### src/hdl/wbs_pkg.sv
// ----------------------------------------------------------------------------
// wbs_pkg
// shared types and constants of the windowed bitmap sorter
// ----------------------------------------------------------------------------
`timescale 1ns / 1ps

package wbs_pkg;

    localparam int VALUE_W   = 24;
    localparam int MAX_BIT_W = 6;

    localparam logic OP_INSERT = 1'b0;
    localparam logic OP_POP    = 1'b1;

    typedef enum logic [2:0] {
        ST_CLEAR,
        ST_IDLE,
        ST_DIV,
        ST_REM,
        ST_INS_RD,
        ST_INS_WR,
        ST_POP_SCAN,
        ST_POP_WR
    } state_t;

    // lowest set bit of one bitmap word
    typedef struct packed {
        logic                 hit;
        logic [MAX_BIT_W-1:0] idx;
    } lowbit_t;

endpackage

### src/hdl/wbs_lowbit.sv
// ----------------------------------------------------------------------------
// wbs_lowbit
// finds the lowest set bit of a bitmap word and gives the word with it cleared
// ----------------------------------------------------------------------------
`timescale 1ns / 1ps

module wbs_lowbit
#(
    parameter int WORD_BITS = 32
)
(
    input  logic [WORD_BITS-1:0] word,
    output wbs_pkg::lowbit_t     low,
    output logic [WORD_BITS-1:0] cleared
);
    import wbs_pkg::*;

    localparam int BW = $clog2(WORD_BITS);

    logic [WORD_BITS-1:0] iso;
    logic [BW-1:0]        idx;

    // two's complement trick isolates the lowest one
    assign iso = word & (~word + {{(WORD_BITS-1){1'b0}}, 1'b1});

    always_comb
    begin
        idx = '0;
        for (int i = 0; i < WORD_BITS; i++)
        begin
            idx = idx | ({BW{iso[i]}} & BW'(i));
        end
    end

    assign low.hit = |word;
    assign low.idx = MAX_BIT_W'(idx);
    assign cleared = word & ~iso;

endmodule

### config.mk
export PLATFORM = sky130hd
export DESIGN_NAME = wbs_lowbit
export DESIGN_NICKNAME = d
export VERILOG_FILES = /design/src/hdl/wbs_pkg.sv /design/src/hdl/wbs_lowbit.sv
export SDC_FILE = /design/constraint.sdc
export NUM_CORES = 1
export LEC_CHECK = 0
export BUFFER_PORTS_ARGS = -buffer_cell sky130_fd_sc_hd__buf_2
export CAP_MARGIN = 20
export CORE_AREA = 2 2 46 59
export DETAILED_ROUTE_END_ITERATION = 8
export DIE_AREA = 0 0 48 61
export MAX_ROUTING_LAYER = met4
export PLACE_DENSITY = 0.78
export SETUP_SLACK_MARGIN = 0.02
export SYNTH_ARGS = -nofsm -noshare
export SYNTH_HDL_FRONTEND = slang
export SYNTH_SLANG_ARGS = --single-unit
### constraint.sdc
create_clock -name vclk -period 2.3
set_input_delay 0.23 -clock vclk [all_inputs]
set_output_delay 0.23 -clock vclk [all_outputs]
set_load 0.03 [all_outputs]
After elaboration in Yosys (flattened, before gate mapping)
Cells that the tools add are included.

word-level totals
  bits in registers = 0
  output and inout bits = 39
  word-level logic and storage cells = 36

operators by class
  bitwise operators = 34
  add/subtract/negate cells = 1
  reductions and logical operators = 1

operators with widths
  operator                                       count
  bitwise OR 5 bit                               16
  AND 32 bit                                     2
  NOT 32 bit                                     2
  adder 32 x 1 -> 32 bit, second input constant  1
  OR reduction 32 bit                            1
  bitwise OR 4 bit                               7
  bitwise OR 3 bit                               3
  bitwise OR 3 x 4 -> 4 bit                      1
  bitwise OR 2 x 3 -> 3 bit                      1
  bitwise OR 1 x 2 -> 2 bit                      1
  bitwise OR 2 bit                               1

Logic depth before layout (Yosys ltp)
Gate-level depths: netlist of the first run.

  depth after elaboration = 33
  depth in mapped cells = 7
  gate-level depth less buffers = 5

Least setup slack after synthesis of the first run
OpenSTA, ideal clock, no wires.

  kind = input to output
  from = input port word[3]
  to = output port low[6] (netlist name)
  path slack = 0.293 ns
  stages = 6
  arrival = 1.777 ns
  required time = 2.070 ns
  cell sequence = nor4_4 -> nand2_4 -> nor3_2 -> buf_4 -> nand3_2 -> or4_1

RTL lines
  item         line              RTL
  from (decl)  wbs_lowbit.sv:12  input logic [WORD_BITS-1:0] word,
  to (decl)    wbs_lowbit.sv:13  output wbs_pkg::lowbit_t low,

Worst setup path in the final report of the first run
  from = input port word[0]
  to = output port cleared[25]

on the way
  word-level cells in the longest chain between the ends = 5

ends and longest elaborated chain
  item                    line              RTL
  NOT 32 bit              wbs_lowbit.sv:24  assign iso = word & (~word + {{(WORD_BITS-1){1'b0}}, 1'b1});
  adder 32 x 1 -> 32 bit  wbs_lowbit.sv:24
  AND 32 bit              wbs_lowbit.sv:24
  NOT 32 bit              wbs_lowbit.sv:37  assign cleared = word & ~iso;
  AND 32 bit              wbs_lowbit.sv:37
  to (decl)               wbs_lowbit.sv:14  output logic [WORD_BITS-1:0] cleared

Every way passes these cells.

==> results of run 1 <==
## area by class of cell
class / instances / area, µm² / share of cell area, %
timing repair buffer: 81 / 450 / 32.3
multi-input combinational: 127 / 877 / 62.9
tap: 33 / 41.3 / 2.96
inverter: 7 / 26.3 / 1.88
## power by group through the flow
stage / sequential [mW] / clock, mW / combinational (mW)
2_1_floorplan: 0 / 0 / 0.140
3_3_place_gp: 0 / 0 / 0.237
3_5_place_dp: 0 / 0 / 0.239
4_1_cts: 0 / 0 / 0.240
5_1_grt: 0 / 0 / 0.263
6_report: 0 / 0 / 0.246
## through the flow
step | hold WS (ns) | power [mW] | worst slack [ns] | instance area (µm²)
finish | 0.824 | 0.246 | 0.0745 | 1400
global placement | 0.833 | 0.237 | 0.0700 | 1340
global route | 0.835 | 0.263 | 0.0142 | 1400
floorplan | 0.612 | 0.140 | 0.293 | 905
CTS | 0.835 | 0.240 | 0.0421 | 1340
detailed placement | 0.831 | 0.239 | 0.0454 | 1340
## timing repair
action,CTS,global route
gates resized for setup,0,14
buffers inserted,0,2
setup endpoints to repair,0,7
## placed cells by master (no fill, tap or decap), types with 2 or more instances in the layout
cell and n:
sky130_fd_sc_hd__conb_1 2, sky130_fd_sc_hd__buf_4 13, sky130_fd_sc_hd__o21ai_0 3, sky130_fd_sc_hd__nand4_1 2, sky130_fd_sc_hd__buf_2 66, sky130_fd_sc_hd__a21boi_0 3, sky130_fd_sc_hd__nand3_1 4, sky130_fd_sc_hd__buf_6 2
sky130_fd_sc_hd__nor4_4 2, sky130_fd_sc_hd__and2_1 9, sky130_fd_sc_hd__a21oi_1 8, sky130_fd_sc_hd__a31oi_1 2, sky130_fd_sc_hd__nor2_1 20, sky130_fd_sc_hd__a32oi_1 2, sky130_fd_sc_hd__or3_4 3, sky130_fd_sc_hd__o31a_1 5
sky130_fd_sc_hd__nor2b_1 5, sky130_fd_sc_hd__o22ai_1 2, sky130_fd_sc_hd__inv_1 7, sky130_fd_sc_hd__nor4_1 5, sky130_fd_sc_hd__and2_2 2, sky130_fd_sc_hd__nor3_2 3, sky130_fd_sc_hd__o21a_1 6, sky130_fd_sc_hd__o21bai_1 2
sky130_fd_sc_hd__nand2_1 6, sky130_fd_sc_hd__nor3_1 6
## worst max-delay path, delay by kind of cell
family | cells | cell delay (ns)
AO/OA/AOI/OAI | 1 | 0.18
AND/OR/NAND/NOR | 4 | 1.31
buffers and inverters | 2 | 0.27
## per-layer routing
layer  up-vias  global-route usage, %
met2        66                   38.7
met5         -                      -
met3         6                      0
met1       633                   25.8
li1        680                      -
met4         0                   5.79
## cell families after synthesis
group	count (synthesis)	synth area share, %
compound gates	44	35.8
buf+inv	12	6.25
other cells	1	0.416
simple gates	81	57.5
## final timing paths
check,startpoint,to,cells after the start
setup / recovery,word[0],cleared[25],7
hold / removal,word[25],cleared[25],3
==> qor.txt, run 1 <==
====================================================================================
Outcome ...............................................................    completed
Combined area of all synthesized cells ................................      901 µm²
Global-route wire length before repair ................................      4710 µm
Overall global routing resource usage .................................        21.6%
Fraction of synthesized cell area taken by the top area cell type .....        8.75%
# hold bufs at CTS ....................................................            0
Register Area .........................................................        0 µm²
Post-synthesis cell count .............................................          138
Sequential share of the synthesized area ..............................           0%
Library cell with the highest instance count after synthesis .......... sky130_fd_sc_hd__nor2_1
Number of placed instances, taps included .............................          246
CP Launch Type ........................................................   input port
Filler-free cell count of the finished design .........................          248
Area of the core ......................................................     2380 µm²
Category of the worst setup path capture point ........................  output port
Fmax ..................................................................      449 MHz
DRT antenna net count .................................................            0
Critical path data arrival time .......................................      2.00 ns
Number of I/O port buffers ............................................           69
Net switching power ...................................................     0.162 mW
Distinct cells, synth .................................................           49
Sequential fraction of design power ...................................           0%
Internal power consumption ............................................    0.0840 mW
Routed len/inst .......................................................      13.1 µm
Ports .................................................................           71
Maximum Capacitance Violations ........................................            0
Final number of setup-violating endpoints .............................            0
Total routed wire length on the met1 layer ............................      1350 µm
DRC ...................................................................            0
Die Y .................................................................        61 µm
Fraction of power spent switching nets ................................        65.9%
Total routed wirelength ...............................................      3250 µm
Cell taking the most area after synthesis ............................. sky130_fd_sc_hd__nor2_1
Met3 WL ...............................................................       172 µm
Syn_area_per_cell .....................................................     6.53 µm²
Most instantiated cells after synthesis ............................... sky130_fd_sc_hd__nor2_1, sky130_fd_sc_hd__and2_1, sky130_fd_sc_hd__a21oi_1, sky130_fd_sc_hd__inv_1, sky130_fd_sc_hd__nor3_1
Share of final-layout standard cells stronger than drive strength 1 ...        46.5%
Critical Path, Cell by Cell ........................................... buf_2 > nor4_4 > nand2_4 > or3_4 > or3_4 > o21a_1 > buf_6
Share of power burned in combinational logic ..........................       100.0%
End-of-flow core utilization ..........................................        58.7%
Die Outline Area ......................................................     2930 µm²
Diodes inserted .......................................................            0
Fraction of power consumed by the clock network .......................           0%
Most Frequent Cell on Critical Path ................................... sky130_fd_sc_hd__or3_4
HPWL Detailed .........................................................      2670 µm
Clock buffer cells ....................................................            0
Met2 layer wire length in the routed design ...........................      1680 µm
Max Fanout on Critical Path ...........................................            8
Max transition margin .................................................        67.0%
First-pass DRT Iterations .............................................            4
Largest net degree at the start of global routing .....................           11
Ratio of total power to cell area .....................................   177 nW/µm²
Via density per instance ..............................................         5.58
Initial core utilization ..............................................        37.9%
Count of standard-cell rows ...........................................           20
Worst path slowest cell ............................................... sky130_fd_sc_hd__nor4_4
Number of hold-slack violations in the final timing report ............            0
Unrepaired setup endpoints after global routing .......................          yes
Required time at the endpoint of the critical path ....................      2.07 ns
Yosys Warn Count ......................................................            0
Vias ..................................................................        1,385
Static power due to leakage ...........................................     0.666 nW
Min-delay worst type ..................................................    in -> out
Transition time of the tightest slew-check pin ........................     0.491 ns
Growth of design area from synthesis to finish ........................        54.9%
Post-Route Setup TNS ..................................................         0 ns
Weighted congestion at the end of routability-driven global placement .        0.929
Fin crit period .......................................................      2.23 ns
GR Overflow Total .....................................................            0
Layout filler cell count ..............................................          249
Antenna violations before repair ......................................            0
Worst IR Drop VDD .....................................................     0.119 mV
Critical setup path kind ..............................................    in -> out
Fin. max-slew vios ....................................................            0
Critical path's largest stage delay ...................................      0.51 ns
Fraction of the cycle the final worst path needs ......................        96.8%
Iteration-0 DRC count of the detailed router ..........................           28
Vias in the first global route ........................................        1,175
Flip-flop and latch count .............................................            0
Die X-Extent ..........................................................        48 µm
Total Nets Final ......................................................          249
Top cells by area, synth .............................................. sky130_fd_sc_hd__nor2_1, sky130_fd_sc_hd__and2_1, sky130_fd_sc_hd__o21a_1
Top routing layer used ................................................         met4
====================================================================================
Power figures use the tool's default switching activity.
==> inputs of run 2 (changes only) <==
Settings changed: PLACE_DENSITY 0.78 to 0.79.
==> qor.txt, run 2 (same netlist as run 1, synthesis figures left out) <==
====================================================================================
Outcome ...............................................................    completed   unchanged
Die Y .................................................................        61 µm   unchanged
Die X-Extent ..........................................................        48 µm   unchanged
Diodes inserted .......................................................            0   unchanged
Critical path's largest stage delay ...................................      0.47 ns   was 0.51 ns
Most Frequent Cell on Critical Path ................................... sky130_fd_sc_hd__buf_2   was sky130_fd_sc_hd__or3_4
Weighted congestion at the end of routability-driven global placement .        0.953   was 0.929
Growth of design area from synthesis to finish ........................        51.9%   was 54.9%
First-pass DRT Iterations .............................................            4   unchanged
Number of hold-slack violations in the final timing report ............            0   unchanged
Share of final-layout standard cells stronger than drive strength 1 ...        45.3%   was 46.5%
Ratio of total power to cell area .....................................   178 nW/µm²   was 177 nW/µm²
Flip-flop and latch count .............................................            0   unchanged
Register Area .........................................................        0 µm²   unchanged
Fin. max-slew vios ....................................................            0   unchanged
GR Overflow Total .....................................................            0   unchanged
Unrepaired setup endpoints after global routing .......................           no   was yes
Hold worst-path end ...................................................  cleared[25]   unchanged
Global-route wire length before repair ................................      4890 µm   was 4710 µm
DRT antenna net count .................................................            0   unchanged
Critical path data arrival time .......................................      1.99 ns   was 2.00 ns
Count of standard-cell rows ...........................................           20   unchanged
Largest net degree at the start of global routing .....................           11   unchanged
Layout Cell Area excl Fill ............................................     1370 µm²   was 1400 µm²
Clock buffer cells ....................................................            0   unchanged
Fraction of the cycle the final worst path needs ......................        96.3%   was 96.8%
Commonest non-fill, non-tap cells in the layout ....................... sky130_fd_sc_hd__buf_2, sky130_fd_sc_hd__nor2_1, sky130_fd_sc_hd__buf_4   unchanged
Layout filler cell count ..............................................          245   was 249
Hold Startpoint .......................................................     word[25]   unchanged
Worst path slowest cell ............................................... sky130_fd_sc_hd__or4b_1   was sky130_fd_sc_hd__nor4_4
HPWL Detailed .........................................................      2630 µm   was 2670 µm
Initial core utilization ..............................................        37.9%   unchanged
Worst setup slack after placement .....................................    0.0474 ns   was 0.0454 ns
Critical setup path kind ..............................................    in -> out   unchanged
Category of the worst setup path capture point ........................  output port   unchanged
Ports .................................................................           71   unchanged
Post-Route Setup TNS ..................................................         0 ns   unchanged
Max Fanout on Critical Path ...........................................            6   was 8
Iteration-0 DRC count of the detailed router ..........................           41   was 28
CP Launch Type ........................................................   input port   unchanged
Via density per instance ..............................................         5.60   was 5.58
Critical path buffer and inverter count ...............................            3   was 2
Static power due to leakage ...........................................     0.661 nW   was 0.666 nW
Antenna violations before repair ......................................            0   unchanged
Critical Path, Cell by Cell ........................................... buf_2 > nor4_1 > buf_4 > and2b_1 > a41o_1 > o21ai_0 > or4b_1 > buf_2   was buf_2 > nor4_4 > nand2_4 > or3_4 > or3_4 > o21a_1 > buf_6
Die Outline Area ......................................................     2930 µm²   unchanged
Least setup slack across all paths after layout .......................    0.0842 ns   was 0.0745 ns
Overall global routing resource usage .................................        22.1%   was 21.6%
Vias in the first global route ........................................        1,193   was 1,175
Area after DPL ........................................................     1330 µm²   was 1340 µm²
Final number of setup-violating endpoints .............................            0   unchanged
Fmax ..................................................................      451 MHz   was 449 MHz
Vias ..................................................................        1,383   was 1,385
Min-delay worst type ..................................................    in -> out   unchanged
Worst IR Drop VDD .....................................................     0.125 mV   was 0.119 mV
Fin crit period .......................................................      2.22 ns   was 2.23 ns
Required time at the endpoint of the critical path ....................      2.07 ns   about the same
Number of I/O port buffers ............................................           69   unchanged
# hold bufs at CTS ....................................................            0   unchanged
Most common library cell in the layout ignoring fill and taps ......... sky130_fd_sc_hd__buf_2   unchanged
Routed len/inst .......................................................      13.0 µm   was 13.1 µm
Dominant delay contributor by cell family on the critical path ........ simple AND/OR/NAND/NOR gates   unchanged
Total Nets Final ......................................................          248   was 249
Area taken by multi-input logic gates .................................      865 µm²   was 877 µm²
Maximum Capacitance Violations ........................................            0   unchanged
Area of the core ......................................................     2380 µm²   unchanged
DRC ...................................................................            0   unchanged
Total routed wirelength ...............................................      3220 µm   was 3250 µm
Hold path cells .......................................................            3   unchanged
====================================================================================
run 2: how the worst max path moves through the flow:
stage	startpoint	slack, ns	depth (start not counted)	endpoint
6_report	word[23]	0.08	8	low[0]
4_1_cts	word[3]	0.04	7	cleared[25]
5_1_grt	word[23]	0.03	8	low[0]
3_5_place_dp	word[3]	0.05	7	cleared[25]
2_1_floorplan	word[3]	0.29	6	low[6]
3_3_place_gp	word[3]	0.06	7	cleared[25]
run 2: timing repair:
| item | 4_1_cts | 5_1_grt |
|---|---|---|
| setup endpoints to repair | 0 | 6 |
| setup buffers | 0 | 2 |
| endpoints found under the hold margin | 0 | 0 |
| resized for setup | 0 | 7 |
run 2: worst min-delay path: stages:
cell                     delay (ns)
sky130_fd_sc_hd__buf_2         0.12
sky130_fd_sc_hd__o21a_1        0.11
sky130_fd_sc_hd__buf_6         0.13
run 2: power by group:
group	switching (mW)	internal, mW
clock network	0	0
logic	0.161	0.0832
registers	0	0
run 2: area by class of cell:
cell class | instances | share of cell area, %
well taps | 33 | 3.02
repair buffers | 80 | 31.9
multi-input cells | 127 | 63.2
inverters | 7 | 1.92
run 2: per-layer routing:
metal	track usage, %	routed length [µm]	part of all wire, %
met1	28.7	1300	41
met2	38.3	1680	52
met3	0.595	231	7.2
met4	3.09	0	0
met5	-	0	0
run 2: stage by stage:
| stage | power [mW] | utilization (%) | hold slack (ns) | cells |
|---|---|---|---|---|
| final | 0.244 | 57.6 | 0.830 | 247 |
| after global routing | 0.264 | 57.6 | 0.846 | 247 |
| after detailed placement | 0.238 | 55.9 | 0.833 | 245 |
| after CTS | 0.239 | 55.9 | 0.837 | 245 |
| after floorplan | 0.140 | - | 0.612 | 139 |
| after global placement | 0.238 | 55.9 | 0.834 | 245 |
